===== config.mk =====
export PLATFORM = sky130hd
export DESIGN_NAME = gradient_palette_vertex_tint_top
export DESIGN_NICKNAME = d
export VERILOG_FILES = /design/src/rtl/gpvt_pkg.sv /design/src/rtl/gpvt_index.sv /design/src/rtl/gpvt_ramp.sv /design/src/rtl/gpvt_blend.sv /design/src/rtl/gradient_palette_vertex_tint_top.sv
export SDC_FILE = /design/constraint.sdc
export NUM_CORES = 1
export LEC_CHECK = 0
export BUFFER_PORTS_ARGS = -buffer_cell sky130_fd_sc_hd__buf_2
export CORE_ASPECT_RATIO = 0.5
export CORE_MARGIN = 2
export CORE_UTILIZATION = 55
export CTS_CLUSTER_DIAMETER = 80
export DETAILED_ROUTE_END_ITERATION = 8
export PLACE_DENSITY_LB_ADDON = 0.1
export SYNTH_ARGS = -nofsm -noshare
export SYNTH_HDL_FRONTEND = slang
export SYNTH_SLANG_ARGS = --single-unit

===== constraint.sdc =====
create_clock -name aclk -period 5.05 [get_ports aclk]
set_input_delay 0.2525 -clock aclk [delete_from_list [all_inputs] [get_ports aclk]]
set_output_delay 0.2525 -clock aclk [all_outputs]
set_load 0.005 [all_outputs]

===== src/rtl/gpvt_pkg.sv =====
`timescale 1ns / 1ps
// Shared types, codes and helpers for the gradient palette vertex tint block.
// No dependencies; every rtl file refers to it by scoped names.
package gpvt_pkg;

    localparam int CHAN_W   = 8;
    localparam int NUM_CH   = 3;
    localparam int COLOR_W  = CHAN_W * NUM_CH;
    localparam int IDX_W    = 8;
    localparam int SEG_BITS = 6;                     // 64 steps per segment
    localparam int DIFF_W   = CHAN_W + 1;
    localparam int ACC_W    = 16;
    localparam int POS_W    = 16;
    localparam int IN_DATA_W  = 80;
    localparam int OUT_DATA_W = 24;
    localparam int CFG_IDX_W  = 2;

    localparam logic [CHAN_W-1:0] BLEND_MULTIPLY = 8'd1;

    typedef logic [CHAN_W-1:0] chan_t;

    typedef enum logic {
        CMD_ADVANCE = 1'b0,
        CMD_SHADE   = 1'b1
    } cmd_t;

    typedef enum logic [CFG_IDX_W-1:0] {
        CFG_COLOR_A    = 2'd0,
        CFG_COLOR_B    = 2'd1,
        CFG_COLOR_C    = 2'd2,
        CFG_BLEND_MODE = 2'd3
    } cfg_idx_t;

    typedef enum logic [1:0] {
        SEG_A_TO_B = 2'd0,
        SEG_B_TO_C = 2'd1,
        SEG_C_TO_B = 2'd2,
        SEG_B_TO_A = 2'd3
    } seg_t;

    typedef struct packed {
        logic [COLOR_W-1:0] color_a;
        logic [COLOR_W-1:0] color_b;
        logic [COLOR_W-1:0] color_c;
        chan_t              blend_mode;
    } cfg_regs_t;

    // index 0 is red, 1 green, 2 blue
    typedef struct packed {
        logic [IDX_W-1:0]       idx;
        chan_t [NUM_CH-1:0]     src;
    } idx_beat_t;

    typedef struct packed {
        chan_t [NUM_CH-1:0]                 first;
        logic [NUM_CH-1:0][DIFF_W-1:0]      diff;
        logic [SEG_BITS-1:0]                step;
        chan_t [NUM_CH-1:0]                 src;
    } ramp_beat_t;

    typedef struct packed {
        chan_t [NUM_CH-1:0] grad;
        chan_t [NUM_CH-1:0] src;
    } grad_beat_t;

    // channel ch of a packed color: red 23:16, green 15:8, blue 7:0
    function automatic chan_t chan_of(logic [COLOR_W-1:0] color, logic [1:0] ch);
        chan_t res;
        case (ch)
            2'd0:    res = color[23:16];
            2'd1:    res = color[15:8];
            default: res = color[7:0];
        endcase
        return res;
    endfunction

endpackage


===== src/rtl/gpvt_index.sv =====
`timescale 1ns / 1ps
// Input stage: holds the phase, applies advance beats and forms the gradient index.
// Depends on gpvt_pkg.
module gpvt_index (
    input  logic                        aclk,
    input  logic                        aresetn,
    input  logic                        in_valid,
    output logic                        in_ready,
    input  gpvt_pkg::cmd_t              in_cmd,
    input  logic [gpvt_pkg::CHAN_W-1:0] in_step,
    input  logic [gpvt_pkg::POS_W-1:0]  in_pos_x,
    input  logic [gpvt_pkg::POS_W-1:0]  in_pos_y,
    input  logic [gpvt_pkg::POS_W-1:0]  in_pos_z,
    input  gpvt_pkg::chan_t [gpvt_pkg::NUM_CH-1:0] in_src,
    output logic                        out_valid,
    input  logic                        out_ready,
    output gpvt_pkg::idx_beat_t         out_beat
);

    logic [gpvt_pkg::IDX_W-1:0] phase_reg, phase_next;
    logic                       valid_reg, valid_next;
    gpvt_pkg::idx_beat_t        beat_reg, beat_next;
    logic                       accept;

    assign in_ready = !valid_reg || out_ready;
    assign accept   = in_valid && in_ready;

    always_comb begin
        phase_next = phase_reg;
        valid_next = valid_reg;
        beat_next  = beat_reg;
        if (in_ready) begin
            valid_next = in_valid && (in_cmd == gpvt_pkg::CMD_SHADE);
        end
        if (accept) begin
            if (in_cmd == gpvt_pkg::CMD_ADVANCE) begin
                phase_next = phase_reg + in_step;
            end
            beat_next.idx = in_pos_x[gpvt_pkg::IDX_W-1:0] + in_pos_y[gpvt_pkg::IDX_W-1:0]
                          + in_pos_z[gpvt_pkg::IDX_W-1:0] + phase_reg;
            beat_next.src = in_src;
        end
    end

    always_ff @(posedge aclk) begin
        if (!aresetn) begin
            phase_reg <= '0;
            valid_reg <= 1'b0;
        end else begin
            phase_reg <= phase_next;
            valid_reg <= valid_next;
        end
        beat_reg <= beat_next;
    end

    assign out_valid = valid_reg;
    assign out_beat  = beat_reg;

endmodule


===== src/rtl/gpvt_ramp.sv =====
`timescale 1ns / 1ps
// Gradient stages: segment endpoint select, then the linear interpolation.
// Depends on gpvt_pkg.
module gpvt_ramp (
    input  logic                  aclk,
    input  logic                  aresetn,
    input  gpvt_pkg::cfg_regs_t   cfg,
    input  logic                  in_valid,
    output logic                  in_ready,
    input  gpvt_pkg::idx_beat_t   in_beat,
    output logic                  out_valid,
    input  logic                  out_ready,
    output gpvt_pkg::grad_beat_t  out_beat
);

    logic                 sel_valid_reg, sel_valid_next;
    gpvt_pkg::ramp_beat_t sel_beat_reg, sel_beat_next;
    logic                 sel_ready;
    logic                 mix_valid_reg, mix_valid_next;
    gpvt_pkg::grad_beat_t mix_beat_reg, mix_beat_next;

    assign sel_ready = !mix_valid_reg || out_ready;
    assign in_ready  = !sel_valid_reg || sel_ready;

    // endpoint select
    always_comb begin
        logic [gpvt_pkg::COLOR_W-1:0] from_c;
        logic [gpvt_pkg::COLOR_W-1:0] to_c;
        gpvt_pkg::chan_t              f;
        gpvt_pkg::chan_t              l;
        f = '0;
        l = '0;
        case (gpvt_pkg::seg_t'(in_beat.idx[gpvt_pkg::IDX_W-1:gpvt_pkg::SEG_BITS]))
            gpvt_pkg::SEG_A_TO_B: begin
                from_c = cfg.color_a;
                to_c   = cfg.color_b;
            end
            gpvt_pkg::SEG_B_TO_C: begin
                from_c = cfg.color_b;
                to_c   = cfg.color_c;
            end
            gpvt_pkg::SEG_C_TO_B: begin
                from_c = cfg.color_c;
                to_c   = cfg.color_b;
            end
            default: begin
                from_c = cfg.color_b;
                to_c   = cfg.color_a;
            end
        endcase
        sel_valid_next = sel_valid_reg;
        sel_beat_next  = sel_beat_reg;
        if (in_ready) begin
            sel_valid_next = in_valid;
        end
        if (in_valid && in_ready) begin
            for (int ch = 0; ch < gpvt_pkg::NUM_CH; ch++) begin
                f = gpvt_pkg::chan_of(from_c, 2'(ch));
                l = gpvt_pkg::chan_of(to_c, 2'(ch));
                sel_beat_next.first[ch] = f;
                sel_beat_next.diff[ch]  = {1'b0, l} - {1'b0, f};
            end
            sel_beat_next.step = in_beat.idx[gpvt_pkg::SEG_BITS-1:0];
            sel_beat_next.src  = in_beat.src;
        end
    end

    // interpolate: (first*64 + step*diff) / 64, never negative
    always_comb begin
        logic signed [gpvt_pkg::ACC_W-1:0] acc;
        mix_valid_next = mix_valid_reg;
        mix_beat_next  = mix_beat_reg;
        acc            = '0;
        if (sel_ready) begin
            mix_valid_next = sel_valid_reg;
        end
        if (sel_valid_reg && sel_ready) begin
            for (int ch = 0; ch < gpvt_pkg::NUM_CH; ch++) begin
                acc = $signed({2'b00, sel_beat_reg.first[ch], {gpvt_pkg::SEG_BITS{1'b0}}})
                    + $signed({1'b0, sel_beat_reg.step})
                    * $signed(sel_beat_reg.diff[ch]);
                mix_beat_next.grad[ch] =
                    acc[gpvt_pkg::SEG_BITS +: gpvt_pkg::CHAN_W];
            end
            mix_beat_next.src = sel_beat_reg.src;
        end
    end

    always_ff @(posedge aclk) begin
        if (!aresetn) begin
            sel_valid_reg <= 1'b0;
            mix_valid_reg <= 1'b0;
        end else begin
            sel_valid_reg <= sel_valid_next;
            mix_valid_reg <= mix_valid_next;
        end
        sel_beat_reg <= sel_beat_next;
        mix_beat_reg <= mix_beat_next;
    end

    assign out_valid = mix_valid_reg;
    assign out_beat  = mix_beat_reg;

endmodule


===== src/rtl/gpvt_blend.sv =====
`timescale 1ns / 1ps
// Output stage: multiply or maximum blend of source and gradient, output register.
// Depends on gpvt_pkg.
module gpvt_blend (
    input  logic                  aclk,
    input  logic                  aresetn,
    input  gpvt_pkg::chan_t       blend_mode,
    input  logic                  in_valid,
    output logic                  in_ready,
    input  gpvt_pkg::grad_beat_t  in_beat,
    output logic                  out_valid,
    input  logic                  out_ready,
    output gpvt_pkg::chan_t [gpvt_pkg::NUM_CH-1:0] out_color
);

    logic                                   valid_reg, valid_next;
    gpvt_pkg::chan_t [gpvt_pkg::NUM_CH-1:0] color_reg, color_next;

    assign in_ready = !valid_reg || out_ready;

    always_comb begin
        logic [2*gpvt_pkg::CHAN_W-1:0] prod;
        valid_next = valid_reg;
        color_next = color_reg;
        prod       = '0;
        if (in_ready) begin
            valid_next = in_valid;
        end
        if (in_valid && in_ready) begin
            for (int ch = 0; ch < gpvt_pkg::NUM_CH; ch++) begin
                prod = in_beat.src[ch] * in_beat.grad[ch];
                if (blend_mode == gpvt_pkg::BLEND_MULTIPLY) begin
                    color_next[ch] = prod[gpvt_pkg::CHAN_W +: gpvt_pkg::CHAN_W];
                end else if (in_beat.grad[ch] < in_beat.src[ch]) begin
                    color_next[ch] = in_beat.src[ch];
                end else begin
                    color_next[ch] = in_beat.grad[ch];
                end
            end
        end
    end

    always_ff @(posedge aclk) begin
        if (!aresetn) begin
            valid_reg <= 1'b0;
        end else begin
            valid_reg <= valid_next;
        end
        color_reg <= color_next;
    end

    assign out_valid = valid_reg;
    assign out_color = color_reg;

endmodule


===== src/rtl/gradient_palette_vertex_tint_top.sv =====
`timescale 1ns / 1ps
// Top level of the gradient palette vertex tint block: config registers and pipeline.
// Depends on gpvt_pkg, gpvt_index, gpvt_ramp and gpvt_blend.
//
// Usage:
//   s_ channel carries commands. s_tuser = 0 advances the gradient phase by the
//   phase_step byte and gives no result; s_tuser = 1 shades one vertex and gives
//   exactly one m_ beat with the tinted color.
//   The gradient index is the sum of the low bytes of x, y, z and the phase.
//   cfg_wr_en/cfg_index/cfg_wdata write color_a (0), color_b (1), color_c (2) and
//   blend_mode (3); write only while the pipeline is empty.
//   A shade beat enters the index register on the accepting edge, then passes
//   the endpoint select, interpolation multiply and blend registers before it
//   shows on m_tvalid.
//   Throughput: one beat per cycle while m_tready is high, set by the four register stages.
//   Reset clears phase, config registers and all stage valid bits.
//   When m_tready is low the output beat holds; empty stages behind it keep
//   filling, so s_tready drops only once all four stages hold a beat.
module gradient_palette_vertex_tint_top (
    input  logic                              aclk,
    input  logic                              aresetn,
    input  logic                              s_tvalid,
    output logic                              s_tready,
    // phase_step, pos_x, pos_y, pos_z, in_red, in_green, in_blue
    input  logic [gpvt_pkg::IN_DATA_W-1:0]    s_tdata,
    // command
    input  logic                              s_tuser,
    output logic                              m_tvalid,
    input  logic                              m_tready,
    // out_red, out_green, out_blue
    output logic [gpvt_pkg::OUT_DATA_W-1:0]   m_tdata,
    input  logic                              cfg_wr_en,
    input  logic [gpvt_pkg::CFG_IDX_W-1:0]    cfg_index,
    input  logic [gpvt_pkg::COLOR_W-1:0]      cfg_wdata
);

    gpvt_pkg::cfg_regs_t  cfg_reg, cfg_next;
    logic                 idx_valid, idx_ready;
    gpvt_pkg::idx_beat_t  idx_beat;
    logic                 ramp_valid, ramp_ready;
    gpvt_pkg::grad_beat_t ramp_beat;
    gpvt_pkg::chan_t [gpvt_pkg::NUM_CH-1:0] src_color;
    gpvt_pkg::chan_t [gpvt_pkg::NUM_CH-1:0] out_color;

    always_comb begin
        cfg_next = cfg_reg;
        if (cfg_wr_en) begin
            case (gpvt_pkg::cfg_idx_t'(cfg_index))
                gpvt_pkg::CFG_COLOR_A:    cfg_next.color_a = cfg_wdata;
                gpvt_pkg::CFG_COLOR_B:    cfg_next.color_b = cfg_wdata;
                gpvt_pkg::CFG_COLOR_C:    cfg_next.color_c = cfg_wdata;
                gpvt_pkg::CFG_BLEND_MODE:
                    cfg_next.blend_mode = cfg_wdata[gpvt_pkg::CHAN_W-1:0];
                default:                  cfg_next = cfg_reg;
            endcase
        end
    end

    always_ff @(posedge aclk) begin
        if (!aresetn) begin
            cfg_reg <= '0;
        end else begin
            cfg_reg <= cfg_next;
        end
    end

    assign src_color[0] = s_tdata[63:56];
    assign src_color[1] = s_tdata[71:64];
    assign src_color[2] = s_tdata[79:72];

    gpvt_index u_index (
        .aclk      (aclk),
        .aresetn   (aresetn),
        .in_valid  (s_tvalid),
        .in_ready  (s_tready),
        .in_cmd    (gpvt_pkg::cmd_t'(s_tuser)),
        .in_step   (s_tdata[7:0]),
        .in_pos_x  (s_tdata[23:8]),
        .in_pos_y  (s_tdata[39:24]),
        .in_pos_z  (s_tdata[55:40]),
        .in_src    (src_color),
        .out_valid (idx_valid),
        .out_ready (idx_ready),
        .out_beat  (idx_beat)
    );

    gpvt_ramp u_ramp (
        .aclk      (aclk),
        .aresetn   (aresetn),
        .cfg       (cfg_reg),
        .in_valid  (idx_valid),
        .in_ready  (idx_ready),
        .in_beat   (idx_beat),
        .out_valid (ramp_valid),
        .out_ready (ramp_ready),
        .out_beat  (ramp_beat)
    );

    gpvt_blend u_blend (
        .aclk       (aclk),
        .aresetn    (aresetn),
        .blend_mode (cfg_reg.blend_mode),
        .in_valid   (ramp_valid),
        .in_ready   (ramp_ready),
        .in_beat    (ramp_beat),
        .out_valid  (m_tvalid),
        .out_ready  (m_tready),
        .out_color  (out_color)
    );

    assign m_tdata = {out_color[2], out_color[1], out_color[0]};

`ifndef SYNTHESIS
    // a free output slot must propagate back to the input
    assert property (@(posedge aclk) disable iff (!aresetn)
        m_tready |-> s_tready)
        else $error("s_tready low while m_tready high");

    // an advance beat must never enter the shade pipeline
    assert property (@(posedge aclk) disable iff (!aresetn)
        (s_tvalid && s_tready && (s_tuser == gpvt_pkg::CMD_ADVANCE)) |=> !idx_valid)
        else $error("advance beat produced a shade beat");

    // a new output beat needs a beat from the gradient stages
    assert property (@(posedge aclk) disable iff (!aresetn)
        $rose(m_tvalid) |-> $past(ramp_valid))
        else $error("output beat without a gradient beat");
`endif

endmodule


==> metrics.md <==
| Metric | Value |
|---|---|
| Max Cap Viol | `0` |
| Most frequent cells in the layout | `365 x inv_1, 294 x nand2_1, 263 x ha_1, 243 x fa_1, 234 x and2_1` |
| Synth Flop Type | `edfxtp_1` |
| Antenna violations before repair | `0` |
| Peak Freq | `0.209 GHz` |
| Synthesis Warnings | `0` |
| Hold Vio Cnt, Final | `0` |
| Num ports | `138` |
| Core Region | `43700 µm²` |
| Root buffer cell | `clkbuf_16` |
| Vias in the first global route | `around 16000` |
| Congestion Overflow GR | `0` |
| Reg2Reg Depth | `15` |
| Met2 wire length | `22.7 mm` |
| Non-filler cells, final | `3179` |
| Worst Setup Path Type | `reg -> reg` |
| Skew final | `around 0.023 ns` |
| Largest delay share family, worst path | `adder cells` |
| Vias after detailed routing | `16300` |
| PwrDens | `566 nW/µm²` |
| Worst slack at placement | `0.261 ns` |
| DR iter-0 viols | `811` |
| Outcome | `finished clean` |
| FILL cells | `3709` |
| I/O Buffers | `about 110` |
| Max layer used | `met4` |
| Cts bufs inserted | `27` |
| Area of the multi-input gates | `15500 µm²` |
| Worst hold slack | `roughly 0.085 ns` |
| Most common cell after layout, fill and taps aside | `inv_1` |
| Final Wtd Congestion | `roughly 0.84` |
| WP depth | `15` |
| GRT Util Overall | `roughly 23%` |
| Leakage power | `12.7 nW` |
| CP Buf/Inv Count | `3` |
| Max incr delay on CP | `0.56 ns` |
| DRC violations left | `0` |
| Finished layout cell area | `27200 µm²` |
| Syn avg cell area | `10.2 µm²` |
| RSZ-0062 raised after global routing | `no` |
| Worst slew margin | `26.6%` |
| DR vias/cell | `5.12` |
| Crit path time final | `4.79 ns` |
| Worst-Margin Slew | `between 1 and 1.5 ns` |
| Antenna Cells | `0` |
| TritonCTS clock tree | `built` |
| Final WL | `50.7 mm` |
| Worst-path cell chain | `and2_1, fa_1, fa_1, fa_1, inv_1, fa_1, inv_1, ha_1, a21o_1, a31oi_1, o21a_1, o21ai_0, buf_4, o31ai_1, a221oi_2` |
| Placed wire-length estimate | `~38 mm` |
| Die width | `roughly 300 µm` |
| Post-synthesis register bit count | `277` |
| WL/cell | `15.9 µm` |
| Layout Nets | `3189` |
| Crit path max fanout | `10` |
| Met1 WL | `25.4 mm` |
| Largest net degree at the start of global routing | `95` |
| Setup TNS | `0 ns` |
| Register Area | `~7400 µm²` |
| Most used cell, CP | `fa_1` |
| Period utilization | `around 95%` |
| Total setup buffers inserted after CTS | `0` |
| Hold-critical path depth | `4` |
| Row cnt | `54` |
| Area of the die | `around 46000 µm²` |
| Critical Path RT | `5.35 ns` |
| Crit path capture type | `flip-flop` |
| Pins Over Slew Limit | `0` |
| Final Setup Violations | `0` |
| Syn Nets | `3012` |
| P&R area growth vs syn | `11.4%` |
| Dpl cells | `3080` |
| Initial Util | `55.9%` |
| Dpl cell area | `between 20000 and 30000 µm²` |
| Clk_lat worst skew | `between 0.5 and 0.6 ns` |
| Total design power | `around 15 mW` |
| First-pass GRT wire length | `between 80 and 90 mm` |
| Setup ws final | `between 0.2 and 0.3 ns` |
| Startpoint types | `flip-flop` |
| Max VDD drop | `0.535 mV` |
| Worst EP arrival | `5.09 ns` |
| Share of layout cells above drive strength 1 | `8.22%` |
| Post-Syn Area | `24400 µm²` |
| Post-synth EDFFs | `185` |
| Max reg flops | `81` |
| CP max-delay cell | `fa_1` |
| CTS HTree Levels | `1` |
| Antenna-violating nets left | `0` |
| Clk buf depth | `3` |
| # clock sinks | `between 200 and 300` |
| Gate count of the mapped netlist | `2394` |
| Post-synth cell types | `58` |
| FFs w/ async S/R, synth | `0%` |
| Seq/Total Area, Yosys | `between 30% and 40%` |
| DR pass1 iterations | `5` |
| Reg clk slew, reported paths | `about 0.06 ns` |
| Die Y | `153 µm` |
| Reg2Reg Setup Slack | `0.26 ns` |
| HP Class | `in -> reg` |
| WL met3 | `2.02 mm` |
| Final core utilization | `~62%` |
[worst reg2reg max path: stages, from the launching register on]
cell	delay, ns
edfxtp_1	0.55
and2_1	0.26
fa_1	0.56
fa_1	0.44
fa_1	0.55
inv_1	0.05
fa_1	0.52
inv_1	0.04
ha_1	0.34
a21o_1	0.19
a31oi_1	0.17
o21a_1	0.19
o21ai_0	0.11
buf_4	0.17
o31ai_1	0.28
a221oi_2	0.10
[cells by family (layout without fill, tap and decap cells)]
family / after synthesis / in the layout / synth area share, %
AND/OR/NAND/NOR: 687 / 687 / 14.0
XOR/XNOR: 95 / 95 / 3.40
AO/OA/AOI/OAI: 303 / 303 / 8.37
flip-flops: 277 / 277 / 30.3
multiplexers: 98 / 98 / 4.02
adder cells (fa/ha/maj): 506 / 506 / 33.4
buffers and inverters: 428 / 625 / 6.58
[synth_stat cells, types with 3 or more instances]
| cell type | n | area [µm²] |
|---|---|---|
| and2_1 | 235 | 1470 |
| a31oi_1 | 7 | 43.8 |
| xnor2_1 | 64 | 561 |
| o21ai_0 | 35 | 175 |
| nor2_1 | 59 | 221 |
| nand3_1 | 13 | 65.1 |
| ha_1 | 263 | 3290 |
| o21a_1 | 38 | 285 |
| mux2i_1 | 97 | 971 |
| nand4b_1 | 3 | 26.3 |
| and3_1 | 5 | 31.3 |
| o22ai_1 | 4 | 25.0 |
| xor2_1 | 31 | 272 |
| and3b_1 | 3 | 26.3 |
| nand4_1 | 9 | 56.3 |
| clkbuf_1 | 56 | 210 |
| o21bai_1 | 11 | 82.6 |
| o211ai_1 | 3 | 22.5 |
| inv_1 | 365 | 1370 |
| nand2_1 | 294 | 1100 |
| o2111ai_1 | 3 | 26.3 |
| fa_1 | 243 | 4860 |
| a21boi_0 | 80 | 601 |
| nor3b_1 | 5 | 37.5 |
| buf_1 | 6 | 22.5 |
| dfxtp_1 | 92 | 1840 |
| a21oi_1 | 78 | 390 |
| or3_1 | 4 | 25.0 |
| nand2b_1 | 7 | 43.8 |
| nor2b_1 | 26 | 163 |
| a211oi_1 | 3 | 22.5 |
| or2_2 | 3 | 18.8 |
| a21o_1 | 22 | 165 |
| nor3_1 | 12 | 60.1 |
| edfxtp_1 | 185 | 5560 |
[cell type report]
cell class	count	share of cell area, %
flip-flops and latches	277	27.2
well taps	588	2.70
clock buffers	36	2.64
repair buffers	211	5.24
multi-input cells	1689	56.8
clock inverters	13	0.386
inverters	365	5.03
[layer usage]
metal	vias up	GRT usage [%]
li1	8144	-
met1	7845	33.7
met2	230	35.8
met3	45	3.14
met4	0	3.35
met5	-	0
[path summary, 6_finish.rpt]
kind / startpoint / endpoint
worst max-delay path: u_ramp.out_beat[28]$_DFFE_PP_ / u_blend.out_color[7]$_DFFE_PP_
worst min-delay path: s_tdata[0] / u_index.phase_reg[0]$_SDFFE_PN0P_
worst max register to register: u_ramp.out_beat[28]$_DFFE_PP_ / u_blend.out_color[7]$_DFFE_PP_
worst min register to register: u_ramp.sel_beat_reg[11]$_DFFE_PP_ / u_ramp.out_beat[11]$_DFFE_PP_
[report_power, final]
| group | leakage (nW) | switching [mW] | internal [mW] | total (mW) |
|---|---|---|---|---|
| combinational | 9.89 | 5.56 | 4.58 | 10.1 |
| sequential | 2.45 | 0.321 | 2.99 | 3.32 |
| clock | 0.403 | 0.900 | 1.06 | 1.96 |
| total | 12.7 | 6.78 | 8.64 | 15.4 |
[repair_timing]
action | in CTS | in global routing
setup endpoints to repair | 0 | 1
hold buffers | 50 | 0
hold endpoints to repair | 101 | 0
gates resized for setup | 0 | 1
Note: power is estimated with default switching activity, not from simulation.
